## src/sv/kskf_pkg.sv

```systemverilog
// shared types, constants and microprogram for the keypoint kalman smoother
package kskf_pkg;

   // default configuration of the filter bank
   localparam int NUM_POINTS_DEF = 17;
   localparam int FRAC_BITS_DEF  = 12;

   // fixed field widths
   localparam int POINT_W  = 5;
   localparam int POS_W    = 20;
   localparam int WHOLE_W  = 12;
   localparam int COV_W    = 16;
   localparam int NOISE_W  = 16;
   localparam int POS_FRAC = 8;
   localparam int DIFF_W   = POS_W + 1;

   // configuration port
   localparam int CSR_ADDR_W = 4;
   localparam int CSR_DATA_W = 32;

   // microprogram
   localparam int STEP_W = 4;

   typedef enum logic [3:0] {
      OP_ACCEPT,
      OP_LOAD,
      OP_DIV_FIRST,
      OP_DIV_STEP,
      OP_DIFF,
      OP_MUL_GAIN,
      OP_EST,
      OP_MUL_COV,
      OP_COV,
      OP_EMIT
   } op_type;

   typedef enum logic [2:0] {
      COND_NEVER,
      COND_NO_REQ,
      COND_BAD_INDEX,
      COND_MORE,
      COND_OUT_BUSY
   } cond_type;

   typedef struct packed {
      op_type              op;
      cond_type            cond;
      logic [STEP_W-1:0]   target;
      logic                done;
   } ctrl_type;

   typedef struct packed {
      logic req_fire;
      logic bad_index;
      logic more;
      logic out_busy;
   } status_type;

   typedef struct packed {
      logic [NOISE_W-1:0] x_r;
      logic [NOISE_W-1:0] x_q;
      logic [NOISE_W-1:0] y_r;
      logic [NOISE_W-1:0] y_q;
   } noise_type;

   // step addresses
   localparam logic [STEP_W-1:0] ADDR_IDLE      = 4'd0;
   localparam logic [STEP_W-1:0] ADDR_LOAD      = 4'd1;
   localparam logic [STEP_W-1:0] ADDR_DIV_FIRST = 4'd2;
   localparam logic [STEP_W-1:0] ADDR_DIV_STEP  = 4'd3;
   localparam logic [STEP_W-1:0] ADDR_DIFF      = 4'd4;
   localparam logic [STEP_W-1:0] ADDR_MUL_GAIN  = 4'd5;
   localparam logic [STEP_W-1:0] ADDR_EST       = 4'd6;
   localparam logic [STEP_W-1:0] ADDR_MUL_COV   = 4'd7;
   localparam logic [STEP_W-1:0] ADDR_COV       = 4'd8;
   localparam logic [STEP_W-1:0] ADDR_EMIT      = 4'd9;

   // control store: one word per step
   function automatic ctrl_type ucode(input logic [STEP_W-1:0] addr);
      ctrl_type w;
      w = '{op: OP_ACCEPT, cond: COND_NEVER, target: ADDR_IDLE, done: 1'b1};
      case (addr)
         ADDR_IDLE: begin
            w = '{op: OP_ACCEPT, cond: COND_NO_REQ, target: ADDR_IDLE, done: 1'b0};
         end
         ADDR_LOAD: begin
            w = '{op: OP_LOAD, cond: COND_BAD_INDEX, target: ADDR_EMIT, done: 1'b0};
         end
         ADDR_DIV_FIRST: begin
            w = '{op: OP_DIV_FIRST, cond: COND_NEVER, target: ADDR_IDLE, done: 1'b0};
         end
         ADDR_DIV_STEP: begin
            w = '{op: OP_DIV_STEP, cond: COND_MORE, target: ADDR_DIV_STEP, done: 1'b0};
         end
         ADDR_DIFF: begin
            w = '{op: OP_DIFF, cond: COND_NEVER, target: ADDR_IDLE, done: 1'b0};
         end
         ADDR_MUL_GAIN: begin
            w = '{op: OP_MUL_GAIN, cond: COND_NEVER, target: ADDR_IDLE, done: 1'b0};
         end
         ADDR_EST: begin
            w = '{op: OP_EST, cond: COND_NEVER, target: ADDR_IDLE, done: 1'b0};
         end
         ADDR_MUL_COV: begin
            w = '{op: OP_MUL_COV, cond: COND_NEVER, target: ADDR_IDLE, done: 1'b0};
         end
         ADDR_COV: begin
            w = '{op: OP_COV, cond: COND_NEVER, target: ADDR_IDLE, done: 1'b0};
         end
         ADDR_EMIT: begin
            w = '{op: OP_EMIT, cond: COND_OUT_BUSY, target: ADDR_EMIT, done: 1'b1};
         end
         default: begin
            w = '{op: OP_ACCEPT, cond: COND_NEVER, target: ADDR_IDLE, done: 1'b1};
         end
      endcase
      return w;
   endfunction

endpackage

```

## src/sv/keypoint_scalar_kalman_filter.sv

```systemverilog
// top level: control registers, microcode sequencer and filter datapath
//
// Smooths keypoint coordinates with one scalar Kalman filter per keypoint
// and axis. Each request word names an axis, a keypoint and a Q12.8
// measurement; one response word carries the new Q12.8 estimate and its
// whole-pixel value truncated toward zero. Estimate and covariance start at
// 0 and 1.0 after reset. An index at or above NUM_POINTS changes no state
// and returns zero. Requests are handled one at a time; the gain divider
// produces one quotient bit per cycle. A new request is taken while the
// previous response still waits on rsp_ready. Measurement and process noise
// per axis are written through the register port: x R at 0x0, x Q at 0x4,
// y R at 0x8, y Q at 0xC. The user must write them only while no word is
// in flight; the block itself does not enforce this.
module keypoint_scalar_kalman_filter #(
   parameter int NUM_POINTS = kskf_pkg::NUM_POINTS_DEF,
   parameter int FRAC_BITS  = kskf_pkg::FRAC_BITS_DEF
) (
   input  logic                                   clock,
   input  logic                                   reset,
   // request channel
   input  logic                                   req_valid,
   output logic                                   req_ready,
   input  logic                                   req_kind,
   input  logic [kskf_pkg::POINT_W-1:0]           req_point_index,
   input  logic signed [kskf_pkg::POS_W-1:0]      req_measurement,
   // response channel
   output logic                                   rsp_valid,
   input  logic                                   rsp_ready,
   output logic signed [kskf_pkg::POS_W-1:0]      rsp_estimate,
   output logic signed [kskf_pkg::WHOLE_W-1:0]    rsp_estimate_whole,
   // register port
   input  logic                                   psel,
   input  logic                                   penable,
   input  logic                                   pwrite,
   input  logic [kskf_pkg::CSR_ADDR_W-1:0]        paddr,
   input  logic [kskf_pkg::CSR_DATA_W-1:0]        pwdata,
   output logic [kskf_pkg::CSR_DATA_W-1:0]        prdata,
   output logic                                   pready
);
   import kskf_pkg::*;

   localparam logic [1:0] REG_X_R = 2'd0;
   localparam logic [1:0] REG_X_Q = 2'd1;
   localparam logic [1:0] REG_Y_R = 2'd2;
   localparam logic [1:0] REG_Y_Q = 2'd3;

   // reset noise: 0.9 and 0.08 rounded to the covariance format
   localparam logic [NOISE_W-1:0] R_RESET = NOISE_W'((9 * (1 << FRAC_BITS) + 5) / 10);
   localparam logic [NOISE_W-1:0] Q_RESET = NOISE_W'((8 * (1 << FRAC_BITS) + 50) / 100);

   noise_type  noise_ff, noise_in;
   ctrl_type   ctrl;
   status_type status;
   logic       csr_wr;
   logic [1:0] csr_idx;

   // register write decode
   assign pready  = 1'b1;
   assign csr_wr  = psel && penable && pwrite && pready;
   assign csr_idx = paddr[CSR_ADDR_W-1:2];

   always_comb begin
      noise_in = noise_ff;
      if (csr_wr) begin
         case (csr_idx)
            REG_X_R: noise_in.x_r = pwdata[NOISE_W-1:0];
            REG_X_Q: noise_in.x_q = pwdata[NOISE_W-1:0];
            REG_Y_R: noise_in.y_r = pwdata[NOISE_W-1:0];
            REG_Y_Q: noise_in.y_q = pwdata[NOISE_W-1:0];
            default: noise_in = noise_ff;
         endcase
      end
   end

   always_ff @(posedge clock) begin
      if (reset) begin
         noise_ff <= '{x_r: R_RESET, x_q: Q_RESET, y_r: R_RESET, y_q: Q_RESET};
      end else begin
         noise_ff <= noise_in;
      end
   end

   // register read back
   always_comb begin
      case (csr_idx)
         REG_X_R: prdata = CSR_DATA_W'(noise_ff.x_r);
         REG_X_Q: prdata = CSR_DATA_W'(noise_ff.x_q);
         REG_Y_R: prdata = CSR_DATA_W'(noise_ff.y_r);
         REG_Y_Q: prdata = CSR_DATA_W'(noise_ff.y_q);
         default: prdata = '0;
      endcase
   end

   // microcode sequencer
   kskf_sequencer u_seq (
      .clock  (clock),
      .reset  (reset),
      .status (status),
      .ctrl   (ctrl)
   );

   // filter datapath
   kskf_datapath #(
      .NUM_POINTS (NUM_POINTS),
      .FRAC_BITS  (FRAC_BITS)
   ) u_dp (
      .clock              (clock),
      .reset              (reset),
      .ctrl               (ctrl),
      .status             (status),
      .noise              (noise_ff),
      .req_valid          (req_valid),
      .req_ready          (req_ready),
      .req_kind           (req_kind),
      .req_point_index    (req_point_index),
      .req_measurement    (req_measurement),
      .rsp_valid          (rsp_valid),
      .rsp_ready          (rsp_ready),
      .rsp_estimate       (rsp_estimate),
      .rsp_estimate_whole (rsp_estimate_whole)
   );

endmodule

```

## src/sv/kskf_sequencer.sv

```systemverilog
// step counter and jump logic over the control store
module kskf_sequencer (
   input  logic                 clock,
   input  logic                 reset,
   input  kskf_pkg::status_type status,
   output kskf_pkg::ctrl_type   ctrl
);
   import kskf_pkg::*;

   logic [STEP_W-1:0] step_ff;
   logic [STEP_W-1:0] step_in;
   logic              jump;

   // current control word
   assign ctrl = ucode(step_ff);

   // jump condition
   always_comb begin
      case (ctrl.cond)
         COND_NEVER:     jump = 1'b0;
         COND_NO_REQ:    jump = !status.req_fire;
         COND_BAD_INDEX: jump = status.bad_index;
         COND_MORE:      jump = status.more;
         COND_OUT_BUSY:  jump = status.out_busy;
         default:        jump = 1'b0;
      endcase
   end

   // next step
   always_comb begin
      if (jump) begin
         step_in = ctrl.target;
      end else if (ctrl.done) begin
         step_in = ADDR_IDLE;
      end else begin
         step_in = step_ff + 1'b1;
      end
   end

   always_ff @(posedge clock) begin
      if (reset) begin
         step_ff <= ADDR_IDLE;
      end else begin
         step_ff <= step_in;
      end
   end

   // a delivered word returns the sequencer to idle
   assert property (@(posedge clock) disable iff (reset)
      (ctrl.op == OP_EMIT && !status.out_busy) |=> step_ff == ADDR_IDLE)
      else $error("sequencer did not return to idle after emit");

   // step counter stays inside the control store
   assert property (@(posedge clock) disable iff (reset)
      step_ff <= ADDR_EMIT)
      else $error("step counter outside control store");

   // the divide loop always hands on to the difference step
   assert property (@(posedge clock) disable iff (reset)
      (ctrl.op == OP_DIV_STEP && !status.more) |=> step_ff == ADDR_DIFF)
      else $error("divide loop exit went astray");

endmodule

```

## src/sv/kskf_datapath.sv

```systemverilog
// state memory, gain divider, shared multiplier and result register
module kskf_datapath #(
   parameter int NUM_POINTS = kskf_pkg::NUM_POINTS_DEF,
   parameter int FRAC_BITS  = kskf_pkg::FRAC_BITS_DEF
) (
   input  logic                                clock,
   input  logic                                reset,
   input  kskf_pkg::ctrl_type                  ctrl,
   output kskf_pkg::status_type                status,
   input  kskf_pkg::noise_type                 noise,
   input  logic                                req_valid,
   output logic                                req_ready,
   input  logic                                req_kind,
   input  logic [kskf_pkg::POINT_W-1:0]        req_point_index,
   input  logic signed [kskf_pkg::POS_W-1:0]   req_measurement,
   output logic                                rsp_valid,
   input  logic                                rsp_ready,
   output logic signed [kskf_pkg::POS_W-1:0]   rsp_estimate,
   output logic signed [kskf_pkg::WHOLE_W-1:0] rsp_estimate_whole
);
   import kskf_pkg::*;

   localparam int IDX_RAW = $clog2(NUM_POINTS);
   localparam int IDX_W   = (IDX_RAW < 1) ? 1 : ((IDX_RAW > POINT_W) ? POINT_W : IDX_RAW);
   localparam int ADDR_W  = IDX_W + 1;
   localparam int DEPTH   = 1 << ADDR_W;
   localparam int WORD_W  = POS_W + COV_W;
   localparam int GAIN_W  = FRAC_BITS + 1;
   localparam int DEN_W   = COV_W + 1;
   localparam int CNT_W   = $clog2(FRAC_BITS + 1);
   localparam int PROD_W  = DIFF_W + GAIN_W;
   localparam int STEP_PW = PROD_W - FRAC_BITS;
   localparam int SUM_W   = COV_W + 2;
   localparam int MAG_W   = POS_W + 1;
   localparam int WM_W    = MAG_W - POS_FRAC;

   localparam logic [COV_W-1:0] COV_ONE =
      (FRAC_BITS >= COV_W) ? {COV_W{1'b1}} : COV_W'(1 << FRAC_BITS);
   localparam logic [GAIN_W-1:0] GAIN_ONE = GAIN_W'(1) << FRAC_BITS;
   localparam logic [POINT_W+1:0] NUM_LIM = (POINT_W + 2)'(NUM_POINTS);

   // state memory and per-entry valid bits
   logic [WORD_W-1:0] mem [DEPTH];
   logic [DEPTH-1:0]  vld_ff;
   logic [WORD_W-1:0] rd_word_ff;
   logic              rd_vld_ff;

   // item registers
   logic                     kind_ff, kind_in;
   logic [POINT_W-1:0]       idx_ff, idx_in;
   logic signed [POS_W-1:0]  meas_ff, meas_in;
   logic signed [POS_W-1:0]  est_ff, est_in;
   logic [COV_W-1:0]         cov_ff, cov_in;
   logic [DEN_W-1:0]         den_ff, den_in;
   logic [DEN_W-1:0]         rem_ff, rem_in;
   logic [GAIN_W-1:0]        gain_ff, gain_in;
   logic [CNT_W-1:0]         cnt_ff, cnt_in;
   logic                     neg_ff, neg_in;
   logic [DIFF_W-1:0]        mag_ff, mag_in;
   logic [PROD_W-1:0]        prod_ff, prod_in;

   // result register
   logic                      rsp_valid_ff, rsp_valid_in;
   logic signed [POS_W-1:0]   rsp_est_ff, rsp_est_in;
   logic signed [WHOLE_W-1:0] rsp_whole_ff, rsp_whole_in;

   logic                    fire;
   logic                    emit;
   logic [ADDR_W-1:0]       raddr;
   logic [ADDR_W-1:0]       waddr;
   logic [COV_W-1:0]        cov_ld;
   logic signed [POS_W-1:0] est_ld;
   logic [NOISE_W-1:0]      r_sel;
   logic [NOISE_W-1:0]      q_sel;
   logic                    first_ge;
   logic [DEN_W:0]          shifted;
   logic                    step_ge;
   logic [DEN_W:0]          step_sub;
   logic signed [DIFF_W-1:0] diff;
   logic [DIFF_W-1:0]       mul_a;
   logic [GAIN_W-1:0]       mul_b;
   logic [STEP_PW-1:0]      upd;
   logic [STEP_PW-1:0]      est_ext;
   logic [STEP_PW-1:0]      nest;
   logic [SUM_W-1:0]        cov_sum;
   logic [COV_W-1:0]        ncov;
   logic [MAG_W-1:0]        est_mag;
   logic [WM_W-1:0]         whole_mag;
   logic [WM_W-1:0]         whole_s;

   // handshake and status
   assign req_ready = (ctrl.op == OP_ACCEPT);
   assign fire      = req_valid && req_ready;
   assign emit      = (ctrl.op == OP_EMIT) && !status.out_busy;

   assign status.req_fire  = fire;
   assign status.bad_index = {2'b00, idx_ff} >= NUM_LIM;
   assign status.more      = cnt_ff != CNT_W'(1);
   assign status.out_busy  = rsp_valid_ff && !rsp_ready;

   assign raddr = {req_kind, req_point_index[IDX_W-1:0]};
   assign waddr = {kind_ff, idx_ff[IDX_W-1:0]};

   // entries never written read as the reset state
   assign cov_ld = rd_vld_ff ? rd_word_ff[COV_W-1:0] : COV_ONE;
   assign est_ld = rd_vld_ff ? rd_word_ff[WORD_W-1:COV_W] : '0;
   assign r_sel  = kind_ff ? noise.y_r : noise.x_r;
   assign q_sel  = kind_ff ? noise.y_q : noise.x_q;

   // restoring divider, one quotient bit per step
   assign first_ge = {1'b0, cov_ff} >= den_ff;
   assign shifted  = {rem_ff, 1'b0};
   assign step_ge  = shifted >= {1'b0, den_ff};
   assign step_sub = shifted - {1'b0, den_ff};

   assign diff = {meas_ff[POS_W-1], meas_ff} - {est_ff[POS_W-1], est_ff};

   // shared multiplier
   always_comb begin
      if (ctrl.op == OP_MUL_COV) begin
         mul_a = DIFF_W'(cov_ff);
         mul_b = GAIN_ONE - gain_ff;
      end else begin
         mul_a = mag_ff;
         mul_b = gain_ff;
      end
   end
   assign prod_in = PROD_W'(mul_a) * PROD_W'(mul_b);

   // estimate and covariance update
   assign upd     = prod_ff[PROD_W-1:FRAC_BITS];
   assign est_ext = {{(STEP_PW - POS_W){est_ff[POS_W-1]}}, est_ff};
   assign nest    = neg_ff ? (est_ext - upd) : (est_ext + upd);
   assign cov_sum = {2'b00, upd[COV_W-1:0]} + {2'b00, q_sel};
   assign ncov    = (|cov_sum[SUM_W-1:COV_W]) ? {COV_W{1'b1}} : cov_sum[COV_W-1:0];

   // whole pixels, truncated toward zero
   assign est_mag   = est_ff[POS_W-1] ? (MAG_W'(0) - {est_ff[POS_W-1], est_ff})
                                      : {1'b0, est_ff};
   assign whole_mag = est_mag[MAG_W-1:POS_FRAC];
   assign whole_s   = est_ff[POS_W-1] ? (WM_W'(0) - whole_mag) : whole_mag;

   // next-state for the working registers
   always_comb begin
      kind_in = kind_ff;
      idx_in  = idx_ff;
      meas_in = meas_ff;
      est_in  = est_ff;
      cov_in  = cov_ff;
      den_in  = den_ff;
      rem_in  = rem_ff;
      gain_in = gain_ff;
      cnt_in  = cnt_ff;
      neg_in  = neg_ff;
      mag_in  = mag_ff;
      case (ctrl.op)
         OP_ACCEPT: begin
            if (fire) begin
               kind_in = req_kind;
               idx_in  = req_point_index;
               meas_in = req_measurement;
            end
         end
         OP_LOAD: begin
            est_in = status.bad_index ? '0 : est_ld;
            cov_in = cov_ld;
            den_in = {1'b0, cov_ld} + {1'b0, r_sel};
         end
         OP_DIV_FIRST: begin
            rem_in  = first_ge ? ({1'b0, cov_ff} - den_ff) : {1'b0, cov_ff};
            gain_in = GAIN_W'(first_ge);
            cnt_in  = CNT_W'(FRAC_BITS);
         end
         OP_DIV_STEP: begin
            rem_in  = step_ge ? step_sub[DEN_W-1:0] : shifted[DEN_W-1:0];
            gain_in = {gain_ff[GAIN_W-2:0], step_ge};
            cnt_in  = cnt_ff - 1'b1;
         end
         OP_DIFF: begin
            neg_in = diff[DIFF_W-1];
            mag_in = diff[DIFF_W-1] ? (DIFF_W'(0) - diff) : diff;
            if (den_ff == '0) begin
               gain_in = '0;
            end
         end
         OP_EST: begin
            est_in = nest[POS_W-1:0];
         end
         default: begin
         end
      endcase
   end

   // result register: a waiting word does not hold up the next item until it is ready to emit
   always_comb begin
      rsp_valid_in = rsp_valid_ff;
      rsp_est_in   = rsp_est_ff;
      rsp_whole_in = rsp_whole_ff;
      if (emit) begin
         rsp_valid_in = 1'b1;
         rsp_est_in   = est_ff;
         rsp_whole_in = whole_s[WHOLE_W-1:0];
      end else if (rsp_ready) begin
         rsp_valid_in = 1'b0;
      end
   end

   always_ff @(posedge clock) begin
      if (reset) begin
         rsp_valid_ff <= 1'b0;
      end else begin
         rsp_valid_ff <= rsp_valid_in;
      end
   end

   always_ff @(posedge clock) begin
      kind_ff      <= kind_in;
      idx_ff       <= idx_in;
      meas_ff      <= meas_in;
      est_ff       <= est_in;
      cov_ff       <= cov_in;
      den_ff       <= den_in;
      rem_ff       <= rem_in;
      gain_ff      <= gain_in;
      cnt_ff       <= cnt_in;
      neg_ff       <= neg_in;
      mag_ff       <= mag_in;
      rsp_est_ff   <= rsp_est_in;
      rsp_whole_ff <= rsp_whole_in;
      if (ctrl.op == OP_MUL_GAIN || ctrl.op == OP_MUL_COV) begin
         prod_ff <= prod_in;
      end
   end

   // state memory: read on accept, write back in the covariance step
   always_ff @(posedge clock) begin
      if (fire) begin
         rd_word_ff <= mem[raddr];
         rd_vld_ff  <= vld_ff[raddr];
      end
      if (ctrl.op == OP_COV) begin
         mem[waddr] <= {est_ff, ncov};
      end
   end

   always_ff @(posedge clock) begin
      if (reset) begin
         vld_ff <= '0;
      end else if (ctrl.op == OP_COV) begin
         vld_ff[waddr] <= 1'b1;
      end
   end

   assign rsp_valid          = rsp_valid_ff;
   assign rsp_estimate       = rsp_est_ff;
   assign rsp_estimate_whole = rsp_whole_ff;

   // gain never exceeds one once the division is finished
   assert property (@(posedge clock) disable iff (reset)
      (ctrl.op == OP_MUL_GAIN) |-> gain_ff <= GAIN_ONE)
      else $error("gain above one");

   // partial remainder stays below the divisor
   assert property (@(posedge clock) disable iff (reset)
      (ctrl.op == OP_DIV_STEP) |-> (rem_ff < den_ff || den_ff == '0))
      else $error("divider remainder out of range");

   // an emitted word is presented on the next cycle
   assert property (@(posedge clock) disable iff (reset)
      emit |=> rsp_valid_ff && rsp_est_ff == $past(est_ff))
      else $error("emitted word not presented");

endmodule

```

## config.mk

```make
export PLATFORM = sky130hd
export DESIGN_NAME = keypoint_scalar_kalman_filter
export DESIGN_NICKNAME = d
export VERILOG_FILES = /design/src/sv/kskf_pkg.sv /design/src/sv/keypoint_scalar_kalman_filter.sv /design/src/sv/kskf_sequencer.sv /design/src/sv/kskf_datapath.sv
export SDC_FILE = /design/constraint.sdc
export NUM_CORES = 2
export LEC_CHECK = 0
export BUFFER_PORTS_ARGS = -buffer_cell sky130_fd_sc_hd__buf_2
export CAP_MARGIN = 5
export CORE_UTILIZATION = 36
export DETAILED_ROUTE_END_ITERATION = 8
export PLACE_DENSITY = 0.62
export RECOVER_POWER = 50
export SLEW_MARGIN = 20
export SYNTH_ARGS = -nofsm -noshare
export SYNTH_HDL_FRONTEND = slang
export SYNTH_SLANG_ARGS = --single-unit
```

## constraint.sdc

```tcl
create_clock -name clock -period 8 [get_ports clock]
set_input_delay 0.4 -clock clock [delete_from_list [all_inputs] [get_ports clock]]
set_output_delay 0.4 -clock clock [all_outputs]
set_load 0.01 [all_outputs]
```

==> impl_results.md <==
- Synthesized cell area: 116,000 sq um
- Crit path kind: reg -> reg
- DRC viols: 0
- WL per Instance: 26.0 um
- RR Endpoint: u_dp.prod_ff[31]$_DFFE_PP_
- Minimum clock period: 7.33 ns
- CTS buffer count: 291
- Post-Layout Cell Count: 11,100
- Dominant synthesized flop cell: edfxtp_1
- Cell taking the most area after synthesis: edfxtp_1
- Number of instances resized during post-cts repair: 0
- Type of destination of the critical path: flop
- CP Max Fanout: 68
- Clk buf depth: 4
- Drt via density: 5.40
- Die width: 569 um
- DP Wirelength: 168,000 um
- Top cells by area, synth: edfxtp_1 66%, mux4_2 15%, fa_1 3.7%
- Static Leak: 43.3 nW
- Core ar.: 319,000 sq um
- Number of DRC markers in iteration 0: 5,843
- Psw: 12.3 mW
- Worst Hold Class: in -> reg
- Worst slew pin tran: 5.32 ns
- Nets: 7,067
- Hold slack: 0.0675 ns
- Yosys reg bits: 2,672
- P_int: 28.5 mW
- CP max stage cell: fa_1
- Buffer and inverter count on the worst path: 5
- Area Overhead vs Synth: 13.4%
- Ys async rst share: 0%
- Routability-driven placement congestion ratio: 0.845
- Vias: 59,800
- Final worst path period share: 91.7%
- Pwr Density: 311 nW/um^2
- EDFF count, synth: 2,528
- Flop2flop setup slack: 0.67 ns
- Register area share after synthesis: 68.1%
- Pin count of the biggest net entering global routing: 131
- Unique masters post-synth: 76
- Worst Setup EP: u_dp.prod_ff[31]$_DFFE_PP_
- Seq pwr share: 41.9%
- Rows: 207
- H-tree depth: 5
- RSZ-0062 raised after global routing: false
- Post-CTS setup buffer count: 0
- Die ar.: 324,000 sq um
- Failing checks: capacitance limit, slew limit
- Post-Syn Instances: 6,306
- Crit Reg-Reg Startpoint: u_seq.ctrl[8]$_DFF_P_
- Worst setup startpoint: u_seq.ctrl[8]$_DFF_P_
- First-pass GRT wire length: 420,000 um
- Avg Cell Area, Syn: 18.3 sq um
- Final hold violations: 0
- CTS tree: done
- Worst-Skew Late Latency: 0.94 ns
- Pins over their slew limit: 3,208
- Status: complete, but fails checks
- CP most frequent cell: fa_1
- Placed cells: 10,600
- Antenna violations before repair: 16
- Top-area cell type share of the netlist area: 65.6%
- Clk slew on worst S/H paths: 0.06 ns
- Type of origin of the critical path: flop
- Final wirelength: 288,000 um
- Sink Count: 2,672
- Fmax: 136 MHz
- Commonest cells after routing, fill and taps aside: 2,528 x edfxtp_1, 787 x mux4_2, 446 x nand2_1, 331 x inv_1, 300 x nor2_1
- Initial Util: 36.3%
- Number of cells on the critical path: 25
- Worst EP required: 8.65 ns
- Post-route cell area: 131,000 sq um
- Max-cap violations: 69
- Die H: 569 um
- Vias in the first global route: 60,700
- Port buffer count: 100
- Clock power frac: 31.6%
- CP arrival: 7.98 ns
- CP delay by family, top: adder cells
- Final setup fails: 0
- Layout cell share with drive strength beyond 1: 21.3%
- Yosys warning total: 0
- Logic pwr share: 26.5%
- Io pins: 136
- First drt pass iteration count: 5
- Slew headroom: -254%
- Switching share of total power: 30.1%
- Antenna-violating nets left: 0
- Peak supply drop: 770 uV
- Max stage delay on crit path: 0.55 ns
- Reg2Reg Depth: 25
- GRT overflow: 0
- Clock Skews: 0.0964 ns
- Gr usage total: 17.7%
- Clk root buf: clkbuf_16
- Setup_tns: 0 ns
- Commonest non-fill, non-tap cell in the layout: edfxtp_1
- DP Area: 122,000 sq um
==> Yosys cell counts (all sizes together) (20+ instances only) <==
| cell | n |
|---|---|
| a31oi | 21 |
| nand3b | 29 |
| nor2 | 340 |
| mux2i | 32 |
| and3 | 46 |
| nand3 | 44 |
| ha | 179 |
| nand2 | 455 |
| edfxtp | 2528 |
| nor4 | 20 |
| a21oi | 131 |
| buf | 100 |
| mux2 | 41 |
| dfxtp | 144 |
| or3 | 21 |
| nor2b | 30 |
| xor2 | 45 |
| and2 | 62 |
| mux4 | 787 |
| a21o | 28 |
| inv | 333 |
| o21a | 21 |
| nor3 | 53 |
| fa | 213 |
| xnor2 | 112 |
| o21ai | 86 |
| a211oi | 21 |
| clkbuf | 203 |
==> flip-flops by register name, indices dropped and copies added, names as in the netlist, 13 cells and up <==
signal             cells
u_dp.vld_ff           64
u_dp.rsp_estimate     20
u_dp.mem            2304
u_dp.den_ff           17
u_dp.prod_ff          20
u_dp.gain_ff          13
u_dp.est_ff           20
u_dp.rd_word_ff       36
noise_ff              64
u_dp.mag_ff           21
u_dp.cov_ff           16
u_dp.meas_ff          20
u_dp.rem_ff           17
==> per-layer routing <==
layer / wire (um) / global-route usage (%) / up-vias
met1: 122000 / 24.6 / 31900
li1: - / - / 25300
met4: 7950 / 4.86 / 2
met2: 140000 / 29.0 / 2186
met5: 11 / 0 / -
met3: 18800 / 2.60 / 480
==> cell families after synthesis <==
group	synth area share [%]
xor+xnor	1.19
compound gates	2.37
buf+inv	2.13
simple gates	4.59
other cells	0.00649
flops	68.1
mux	16.0
fa+ha+maj	5.62
==> how the worst min path moves through the flow <==
| stage | cells after the start | end | start |
|---|---|---|---|
| finish | 2 | noise_ff[28]$_SDFFE_PP0P_ | reset |
| global route | 2 | noise_ff[28]$_SDFFE_PP0P_ | reset |
| CTS | 2 | noise_ff[28]$_SDFFE_PP0P_ | reset |
| detailed placement | 2 | u_dp.vld_ff[21]$_SDFFE_PP0P_ | u_dp.vld_ff[21]$_SDFFE_PP0P_ |
| global placement | 2 | u_dp.vld_ff[54]$_SDFFE_PP0P_ | u_dp.vld_ff[54]$_SDFFE_PP0P_ |
| floorplan | 2 | u_dp.vld_ff[10]$_SDFFE_PP0P_ | u_dp.vld_ff[10]$_SDFFE_PP0P_ |
==> power groups by stage <==
stage	combinational [mW]	sequential (mW)	clock [mW]
2_1_floorplan	7.20	17.5	0
3_3_place_gp	10.5	17.3	0
3_5_place_dp	10.6	17.3	0
4_1_cts	10.8	17.0	13.1
5_1_grt	11.9	17.1	13.6
6_report	10.8	17.1	12.9
==> area by class of cell <==
class | instances | area (sq um)
Antenna cell | 3 | 7.51
Clock buffer | 362 | 7830
Clock inverter | 129 | 1220
Fill cell | 27900 | 188000
Inverter | 333 | 1250
Multi-Input combinational cell | 3013 | 34900
Sequential cell | 2672 | 78800
Tap cell | 4284 | 5360
Timing Repair Buffer | 295 | 1880
==> repair_timing <==
| action | CTS | global route |
|---|---|---|
| hold buffers | 37 | 0 |
| endpoints found under the setup margin | 0 | 0 |
| endpoints found under the hold margin | 85 | 0 |
==> through the flow <==
stage	setup slack (ns)	utilization (%)	total power, mW
floorplan	1.02	-	24.7
global placement	0.699	38.4	27.8
detailed placement	0.601	38.4	27.9
CTS	0.635	41.3	40.9
global route	0.146	41.2	42.7
finish	0.666	41.2	40.8
No activity file was read; power rests on OpenSTA's default activity.
